===== src/rtl/biq_pkg.sv =====
// shared types, codes and defaults for the biquad filter
package biq_pkg;

    localparam int DEF_SAMPLE_WIDTH = 16;
    localparam int DEF_COEF_WIDTH   = 20;
    localparam int DEF_ACC_WIDTH    = 40;

    localparam int NUM_COEFS = 5;
    localparam int COEF_IDX_W = 3;
    localparam int APB_ADDR_W = 5;
    localparam int APB_DATA_W = 32;

    // register indexes
    localparam logic [COEF_IDX_W-1:0] COEF_C0 = 3'd0;
    localparam logic [COEF_IDX_W-1:0] COEF_C1 = 3'd1;
    localparam logic [COEF_IDX_W-1:0] COEF_C2 = 3'd2;
    localparam logic [COEF_IDX_W-1:0] COEF_D1 = 3'd3;
    localparam logic [COEF_IDX_W-1:0] COEF_D2 = 3'd4;

    // multiplier operand selects
    localparam logic [2:0] MUL_C0_IN = 3'd0;
    localparam logic [2:0] MUL_C1_X  = 3'd1;
    localparam logic [2:0] MUL_D1_Y  = 3'd2;
    localparam logic [2:0] MUL_C2_X  = 3'd3;
    localparam logic [2:0] MUL_D2_Y  = 3'd4;

    // accumulator operations
    localparam logic [1:0] ACC_HOLD    = 2'd0;
    localparam logic [1:0] ACC_S2_PLUS = 2'd1;
    localparam logic [1:0] ACC_SUB     = 2'd2;
    localparam logic [1:0] ACC_LOAD    = 2'd3;

    typedef struct packed {
        logic       x_en;
        logic       mul_en;
        logic [2:0] mul_sel;
        logic       y_en;
        logic [1:0] acc_op;
        logic       s1_en;
        logic       s2_en;
    } biq_cmd_t;

endpackage


===== src/rtl/biquad_iir_filter.sv =====
// biquad iir filter top level: apb coefficients, stream in and out
// Second-order IIR section in transposed direct form II. Each sample taken on the
// s_ stream gives one output sample on the m_ stream, rounded half up and
// saturated, with m_tuser set when saturation occurred. One shared multiplier
// forms the five products of a sample in turn, so the block takes a new sample
// only once all five products of the previous one are formed; the c0 product
// is registered and the output then sits in an output register, so processing
// pauses only if the previous output has not been taken when the next one is
// ready. Coefficients are signed Q3.16 at APB byte addresses 0, 4, 8, 12, 16
// (c0, c1, c2, d1, d2); any write to one of them also clears both delay
// accumulators. Write coefficients only while no sample is in flight.
module biquad_iir_filter import biq_pkg::*; #(
    parameter int SAMPLE_WIDTH = DEF_SAMPLE_WIDTH,
    parameter int COEF_WIDTH   = DEF_COEF_WIDTH,
    parameter int ACC_WIDTH    = DEF_ACC_WIDTH,
    localparam int TDATA_W     = ((SAMPLE_WIDTH + 7) / 8) * 8
) (
    input  logic                  aclk,
    input  logic                  aresetn,
    input  logic                  psel,
    input  logic                  penable,
    input  logic                  pwrite,
    input  logic [APB_ADDR_W-1:0] paddr,
    input  logic [APB_DATA_W-1:0] pwdata,
    output logic [APB_DATA_W-1:0] prdata,
    output logic                  pready,
    input  logic                  s_tvalid,
    output logic                  s_tready,
    input  logic [TDATA_W-1:0]    s_tdata,   // sample_in
    output logic                  m_tvalid,
    input  logic                  m_tready,
    output logic [TDATA_W-1:0]    m_tdata,   // sample_out
    output logic                  m_tuser    // clipped
);

    biq_cmd_t                       cmd;
    logic                           clear_delay;
    logic signed [COEF_WIDTH-1:0]   coef [NUM_COEFS];
    logic signed [SAMPLE_WIDTH-1:0] sample_out;

    biq_regs #(
        .COEF_WIDTH (COEF_WIDTH)
    ) u_regs (
        .aclk        (aclk),
        .aresetn     (aresetn),
        .psel        (psel),
        .penable     (penable),
        .pwrite      (pwrite),
        .paddr       (paddr),
        .pwdata      (pwdata),
        .prdata      (prdata),
        .pready      (pready),
        .coef        (coef),
        .clear_delay (clear_delay)
    );

    biq_ctrl u_ctrl (
        .aclk     (aclk),
        .aresetn  (aresetn),
        .s_tvalid (s_tvalid),
        .s_tready (s_tready),
        .m_tvalid (m_tvalid),
        .m_tready (m_tready),
        .cmd      (cmd)
    );

    biq_dp #(
        .SAMPLE_WIDTH (SAMPLE_WIDTH),
        .COEF_WIDTH   (COEF_WIDTH),
        .ACC_WIDTH    (ACC_WIDTH)
    ) u_dp (
        .aclk        (aclk),
        .aresetn     (aresetn),
        .cmd         (cmd),
        .clear_delay (clear_delay),
        .coef        (coef),
        .sample_in   (s_tdata[SAMPLE_WIDTH-1:0]),
        .sample_out  (sample_out),
        .clipped     (m_tuser)
    );

    assign m_tdata = TDATA_W'(unsigned'(sample_out));

endmodule


===== src/rtl/biq_regs.sv =====
// apb coefficient register file
module biq_regs import biq_pkg::*; #(
    parameter int COEF_WIDTH = DEF_COEF_WIDTH
) (
    input  logic                         aclk,
    input  logic                         aresetn,
    input  logic                         psel,
    input  logic                         penable,
    input  logic                         pwrite,
    input  logic [APB_ADDR_W-1:0]        paddr,
    input  logic [APB_DATA_W-1:0]        pwdata,
    output logic [APB_DATA_W-1:0]        prdata,
    output logic                         pready,
    output logic signed [COEF_WIDTH-1:0] coef [NUM_COEFS],
    output logic                         clear_delay
);

    localparam int COEF_FRAC = COEF_WIDTH - 4;
    localparam logic signed [COEF_WIDTH-1:0] COEF_ONE =
        {{3{1'b0}}, 1'b1, {(COEF_FRAC){1'b0}}};

    logic signed [COEF_WIDTH-1:0] coef_reg [NUM_COEFS];
    logic [COEF_IDX_W-1:0]        idx;
    logic                         wr_en;
    logic                         idx_ok;

    assign idx    = paddr[APB_ADDR_W-1:2];
    assign idx_ok = idx < COEF_IDX_W'(NUM_COEFS);
    assign wr_en  = psel & penable & pwrite & idx_ok;
    assign pready = 1'b1;
    assign clear_delay = wr_en;

    always_ff @(posedge aclk) begin
        if (!aresetn) begin
            for (int i = 0; i < NUM_COEFS; i++) begin
                coef_reg[i] <= (i == int'(COEF_C0)) ? COEF_ONE : '0;
            end
        end else if (wr_en) begin
            coef_reg[idx] <= pwdata[COEF_WIDTH-1:0];
        end
    end

    always_comb begin
        prdata = '0;
        if (idx_ok) begin
            prdata = APB_DATA_W'(unsigned'(coef_reg[idx]));
        end
    end

    assign coef = coef_reg;

endmodule


===== src/rtl/biq_ctrl.sv =====
// sequencer for the shared multiplier and output handshake
module biq_ctrl import biq_pkg::*; (
    input  logic     aclk,
    input  logic     aresetn,
    input  logic     s_tvalid,
    output logic     s_tready,
    output logic     m_tvalid,
    input  logic     m_tready,
    output biq_cmd_t cmd
);

    localparam logic [2:0] ST_IDLE = 3'd0;
    localparam logic [2:0] ST_Y    = 3'd1;
    localparam logic [2:0] ST_C1   = 3'd2;
    localparam logic [2:0] ST_D1   = 3'd3;
    localparam logic [2:0] ST_C2   = 3'd4;
    localparam logic [2:0] ST_D2   = 3'd5;

    logic [2:0] state_reg, state_next;
    logic       out_vld_reg, out_vld_next;
    logic       out_free;

    assign s_tready = (state_reg == ST_IDLE) || (state_reg == ST_D2);
    assign out_free = !out_vld_reg || m_tready;
    assign m_tvalid = out_vld_reg;

    always_comb begin
        state_next = state_reg;
        cmd        = '0;
        unique case (state_reg)
            ST_IDLE: begin
                if (s_tvalid) begin
                    cmd.x_en    = 1'b1;
                    cmd.mul_en  = 1'b1;
                    cmd.mul_sel = MUL_C0_IN;
                    state_next  = ST_Y;
                end
            end
            ST_Y: begin
                // hold until the output register can take the new sample
                if (out_free) begin
                    cmd.y_en    = 1'b1;
                    cmd.mul_en  = 1'b1;
                    cmd.mul_sel = MUL_C1_X;
                    state_next  = ST_C1;
                end
            end
            ST_C1: begin
                cmd.acc_op  = ACC_S2_PLUS;
                cmd.mul_en  = 1'b1;
                cmd.mul_sel = MUL_D1_Y;
                state_next  = ST_D1;
            end
            ST_D1: begin
                cmd.acc_op  = ACC_SUB;
                cmd.mul_en  = 1'b1;
                cmd.mul_sel = MUL_C2_X;
                state_next  = ST_C2;
            end
            ST_C2: begin
                cmd.s1_en   = 1'b1;
                cmd.acc_op  = ACC_LOAD;
                cmd.mul_en  = 1'b1;
                cmd.mul_sel = MUL_D2_Y;
                state_next  = ST_D2;
            end
            ST_D2: begin
                cmd.s2_en = 1'b1;
                if (s_tvalid) begin
                    cmd.x_en    = 1'b1;
                    cmd.mul_en  = 1'b1;
                    cmd.mul_sel = MUL_C0_IN;
                    state_next  = ST_Y;
                end else begin
                    state_next = ST_IDLE;
                end
            end
            default: state_next = ST_IDLE;
        endcase
    end

    always_comb begin
        out_vld_next = out_vld_reg;
        if (cmd.y_en) begin
            out_vld_next = 1'b1;
        end else if (m_tready) begin
            out_vld_next = 1'b0;
        end
    end

    always_ff @(posedge aclk) begin
        if (!aresetn) begin
            state_reg   <= ST_IDLE;
            out_vld_reg <= 1'b0;
        end else begin
            state_reg   <= state_next;
            out_vld_reg <= out_vld_next;
        end
    end

endmodule


===== src/rtl/biq_dp.sv =====
// datapath: shared multiplier, accumulator and delay registers
module biq_dp import biq_pkg::*; #(
    parameter int SAMPLE_WIDTH = DEF_SAMPLE_WIDTH,
    parameter int COEF_WIDTH   = DEF_COEF_WIDTH,
    parameter int ACC_WIDTH    = DEF_ACC_WIDTH
) (
    input  logic                           aclk,
    input  logic                           aresetn,
    input  biq_cmd_t                       cmd,
    input  logic                           clear_delay,
    input  logic signed [COEF_WIDTH-1:0]   coef [NUM_COEFS],
    input  logic signed [SAMPLE_WIDTH-1:0] sample_in,
    output logic signed [SAMPLE_WIDTH-1:0] sample_out,
    output logic                           clipped
);

    localparam int COEF_FRAC = COEF_WIDTH - 4;
    localparam int PROD_W    = SAMPLE_WIDTH + COEF_WIDTH;
    localparam int SUM_W     = ((ACC_WIDTH > PROD_W) ? ACC_WIDTH : PROD_W) + 2;

    localparam logic signed [SUM_W-1:0] ACC_MAX =
        {{(SUM_W-ACC_WIDTH+1){1'b0}}, {(ACC_WIDTH-1){1'b1}}};
    localparam logic signed [SUM_W-1:0] ACC_MIN = ~ACC_MAX;
    localparam logic signed [SUM_W-1:0] SMP_MAX =
        {{(SUM_W-SAMPLE_WIDTH+1){1'b0}}, {(SAMPLE_WIDTH-1){1'b1}}};
    localparam logic signed [SUM_W-1:0] SMP_MIN = ~SMP_MAX;
    localparam logic signed [SUM_W-1:0] HALF_LSB =
        {{(SUM_W-COEF_FRAC){1'b0}}, 1'b1, {(COEF_FRAC-1){1'b0}}};

    logic signed [SAMPLE_WIDTH-1:0] x_reg;
    logic signed [SAMPLE_WIDTH-1:0] y_reg;
    logic                           clip_reg;
    logic signed [PROD_W-1:0]       prod_reg;
    logic signed [SUM_W-1:0]        acc_reg;
    logic signed [ACC_WIDTH-1:0]    s1_reg;
    logic signed [ACC_WIDTH-1:0]    s2_reg;

    logic signed [COEF_WIDTH-1:0]   mul_a;
    logic signed [SAMPLE_WIDTH-1:0] mul_b;
    logic signed [PROD_W-1:0]       prod_c;
    logic signed [SUM_W-1:0]        prod_ext;
    logic signed [SUM_W-1:0]        diff;
    logic signed [SUM_W-1:0]        y_sum;
    logic signed [SUM_W-1:0]        y_shift;
    logic signed [SAMPLE_WIDTH-1:0] y_sat;
    logic                           y_clip;
    logic signed [ACC_WIDTH-1:0]    s1_sat;
    logic signed [ACC_WIDTH-1:0]    s2_sat;

    always_comb begin
        mul_a = coef[COEF_C0];
        mul_b = sample_in;
        case (cmd.mul_sel)
            MUL_C0_IN: begin mul_a = coef[COEF_C0]; mul_b = sample_in; end
            MUL_C1_X:  begin mul_a = coef[COEF_C1]; mul_b = x_reg;     end
            MUL_D1_Y:  begin mul_a = coef[COEF_D1]; mul_b = y_reg;     end
            MUL_C2_X:  begin mul_a = coef[COEF_C2]; mul_b = x_reg;     end
            MUL_D2_Y:  begin mul_a = coef[COEF_D2]; mul_b = y_reg;     end
            default:   begin mul_a = coef[COEF_C0]; mul_b = sample_in; end
        endcase
    end

    assign prod_c   = PROD_W'(mul_a) * PROD_W'(mul_b);
    assign prod_ext = SUM_W'(prod_reg);
    assign diff     = acc_reg - prod_ext;

    // output: round half up, then clamp to the sample range
    assign y_sum   = prod_ext + SUM_W'(s1_reg) + HALF_LSB;
    assign y_shift = y_sum >>> COEF_FRAC;

    always_comb begin
        y_clip = 1'b0;
        y_sat  = y_shift[SAMPLE_WIDTH-1:0];
        if (y_shift > SMP_MAX) begin
            y_clip = 1'b1;
            y_sat  = SMP_MAX[SAMPLE_WIDTH-1:0];
        end else if (y_shift < SMP_MIN) begin
            y_clip = 1'b1;
            y_sat  = SMP_MIN[SAMPLE_WIDTH-1:0];
        end
    end

    always_comb begin
        s1_sat = acc_reg[ACC_WIDTH-1:0];
        if (acc_reg > ACC_MAX) begin
            s1_sat = ACC_MAX[ACC_WIDTH-1:0];
        end else if (acc_reg < ACC_MIN) begin
            s1_sat = ACC_MIN[ACC_WIDTH-1:0];
        end
        s2_sat = diff[ACC_WIDTH-1:0];
        if (diff > ACC_MAX) begin
            s2_sat = ACC_MAX[ACC_WIDTH-1:0];
        end else if (diff < ACC_MIN) begin
            s2_sat = ACC_MIN[ACC_WIDTH-1:0];
        end
    end

    always_ff @(posedge aclk) begin
        if (cmd.x_en) begin
            x_reg <= sample_in;
        end
        if (cmd.mul_en) begin
            prod_reg <= prod_c;
        end
        if (cmd.y_en) begin
            y_reg    <= y_sat;
            clip_reg <= y_clip;
        end
        case (cmd.acc_op)
            ACC_S2_PLUS: acc_reg <= SUM_W'(s2_reg) + prod_ext;
            ACC_SUB:     acc_reg <= diff;
            ACC_LOAD:    acc_reg <= prod_ext;
            default:     acc_reg <= acc_reg;
        endcase
    end

    always_ff @(posedge aclk) begin
        if (!aresetn || clear_delay) begin
            s1_reg <= '0;
            s2_reg <= '0;
        end else begin
            if (cmd.s1_en) begin
                s1_reg <= s1_sat;
            end
            if (cmd.s2_en) begin
                s2_reg <= s2_sat;
            end
        end
    end

    assign sample_out = y_reg;
    assign clipped    = clip_reg;

endmodule

===== config.mk =====
export PLATFORM = sky130hd
export DESIGN_NAME = biquad_iir_filter
export DESIGN_NICKNAME = d
export VERILOG_FILES = /design/src/rtl/biq_pkg.sv /design/src/rtl/biquad_iir_filter.sv /design/src/rtl/biq_regs.sv /design/src/rtl/biq_ctrl.sv /design/src/rtl/biq_dp.sv
export SDC_FILE = /design/constraint.sdc
export NUM_CORES = 2
export LEC_CHECK = 0
export ABC_AREA = 1
export ABC_CLOCK_PERIOD_IN_PS = 11100
export BUFFER_PORTS_ARGS = -buffer_cell sky130_fd_sc_hd__buf_4
export CORE_AREA = 3 3 337 339
export CTS_BUF_LIST = sky130_fd_sc_hd__clkbuf_8
export DETAILED_ROUTE_END_ITERATION = 12
export DIE_AREA = 0 0 340 342
export PLACE_DENSITY_LB_ADDON = 0.08
export REMOVE_ABC_BUFFERS = 1
export SYNTH_ARGS = -nofsm -noshare
export SYNTH_HDL_FRONTEND = slang
export SYNTH_SLANG_ARGS = --single-unit

===== constraint.sdc =====
create_clock -name aclk -period 11.1 [get_ports aclk]
set_input_delay 2.22 -clock aclk [delete_from_list [all_inputs] [get_ports aclk]]
set_output_delay 2.22 -clock aclk [all_outputs]
set_load 0.005 [all_outputs]

==> results.yml <==
run_status:
  outcome: "finished, final reports clean"
global_route:
  grt.met1_usage_pct: 29.2
  grtUsageMet3_pct: 2.41
  grt_use_total_pct: 21.8
  antenna_found_initial: 1
  grt_busiest_layer: "met2"
  grt.overflow.total: 0
  grt_max_degree: 80
  grt.met2_usage_pct: 36.4
  grt_pass1_wl_um: 192000
  grt_pass1_vias: 30500
worst_setup_path:
  arrival_ps: 9700
  slowest_stage: "fa_1"
  crit_fanout: 12
  r2r-start: "u_ctrl.state_reg[1]$_SDFFE_PN0P_"
  crit_path_start: "m_tready"
  r2r_cells: 33
  critPathLaunchType: "input pin"
  r2r_slack_ps: 2360
  slowest_delay_ps: 760
  r2r_end: "u_dp.prod_reg[32]$_DFFE_PP_"
  critPathKind: "in -> reg"
  worst_setup_path_end_kind: "register"
  required_ps: 11580
  critical_path.endpoint: "u_dp.prod_reg[32]$_DFFE_PP_"
die:
  die_h_um: 342
  die-width_um: 340
  dieArea_sq_um: 116000
  initial_utilization_pct: 29.9
  core_sq_um: 111000
  pin_count: 112
  fp-row-count: 122
yosys:
  ys_ff_latch: 295
  syn_area_per_cell_sq_um: 7.36
  ys_seq_area_share_pct: 21.2
  synth_edf_count: 111
  yosys_warnings: 0
  synth_cells: 4504
  async_flop_share_pct: 0
  synth_area_sq_um: 33100
  synthFlopType: "dfxtp_1"
  netlist-cell-type-count: 57
cts:
  cts_hold_buf: 0
  cts_buffers: 61
  cts_root_buf: "clkbuf_8"
  cts_resized: 0
  cts.sinks: 295
  htreeDepth: 2
  post_cts_buffers: 0
  clk_pin_slew_ps: 60
  tritoncts: "done"
  insertion_delay_ps: 740
  max-clock-path-buffers: 3
detailed_routing:
  first_pass_iters: 5
  vias: 29600
  viasPerCell: 4.82
  routed_wl_um: 127000
  wl_per_cell_um: 20.7
  ant_nets: 0
  drt_iter0_drc: 1832
  drc: 0
sta:
  clock.fmax_ghz: 0.108
  setup_ws_ps: 1880
  slew_violations: 0
  period_share_pct: 83.1
  maxSlewHeadroom_pct: 21.1
  hold_ws_ps: 469
  worstMarginPinSlew_ps: 1180
  rsz0062_at_grt: "false"
  fin_skew_ps: 33.1
  setup_viol: 0
  hold_viol_final: 0
  tns_ps: 0
  finalWorstPathRequiredPeriod_ps: 9220
finish:
  area_growth_pct: 11.3
  most-common-layout-cells: "nand2_1, inv_1, nor2_1"
  largest_reg_flops: 100
  drive_above_1_share_pct: 8.76
  final_core_util_pct: 33.3
  layout_commonest_cell: "nand2_1"
  layout.nets: 5232
flow_run:
  max_cap_violations: 0
placed_design:
  port_buffers: 84
  pre_cts_slack_ps: 1070
  place.gp.congestion: 0.911
  dpl.hpwl_um: 100000
min_path:
  holdCritPathClass: "reg -> reg"
  whs_path_depth: 2
logic make-up (layout without fill, tap and decap cells):
logic type	count (synthesis)	count (layout)	share of synthesized area (%)
buffers and inverters	953	1093	11.3
AOI/OAI and AO/OA	791	791	13.8
DFF	295	295	21.2
adders and majority gates	569	569	28.8
xor gates and xnor gates	100	100	2.64
and+or+nand+nor	1794	1794	22.3
other	2	15	0.0227
per-stage QoR:
step                      std cells  cell area (sq um)
after floorplan                4379              32500
after global placement         6028              35600
after detailed placement       6028              35600
after CTS                      6143              36900
after global routing           6145              36900
final                          6145              36900
worst max-delay path: cells and delay by family:
kind / cells / cell delay (ps)
simple gates: 11 / 1410
fa+ha+maj: 7 / 3770
buf+inv: 10 / 1400
compound gates: 5 / 860
worst min-delay path by stage:
stage / slack, ps / to / from
global placement: 460 / u_regs.coef[35]$_SDFFE_PN0P_ / u_regs.coef[35]$_SDFFE_PN0P_
detailed placement: 460 / u_regs.coef[35]$_SDFFE_PN0P_ / u_regs.coef[35]$_SDFFE_PN0P_
finish: 470 / u_regs.coef[35]$_SDFFE_PN0P_ / u_regs.coef[35]$_SDFFE_PN0P_
CTS: 470 / u_regs.coef[35]$_SDFFE_PN0P_ / u_regs.coef[35]$_SDFFE_PN0P_
global route: 510 / u_regs.coef[34]$_SDFFE_PN0P_ / u_regs.coef[34]$_SDFFE_PN0P_
floorplan: 440 / u_regs.coef[29]$_SDFFE_PN0P_ / u_regs.coef[29]$_SDFFE_PN0P_
metal layers:
layer / share of wire [%] / vias up
met3: 4.2 / 178
met4: 3.9 / 0
met5: 0 / -
li1: - / 14500
met1: 45 / 14300
met2: 47 / 657
synthesized netlist by cell type, drive strengths merged (65+ instances only):
| master | count | share of area, % |
|---|---|---|
| edfxtp | 111 | 10 |
| o21ai | 312 | 4.9 |
| a21oi | 298 | 4.7 |
| nand3 | 119 | 2.0 |
| inv | 811 | 9.2 |
| clkbuf | 76 | 0.86 |
| nand2 | 997 | 12 |
| dfxtp | 184 | 11 |
| xor2 | 65 | 1.7 |
| fa | 321 | 19 |
| nor2 | 587 | 6.9 |
| ha | 248 | 9.4 |
final cells by class:
class	instances	area [sq um]
flip-flops and latches	295	7020
clock buffers	68	936
well taps	1488	1860
clock inverters	47	328
multi-input cells	3267	22500
fillers	12200	73800
diodes	2	5.00
repair buffers	161	1210
inverters	817	3070
Power is left out: the tool's default activity adds up to more than one toggle a clock period on the data nets, which glitch-free logic cannot reach.
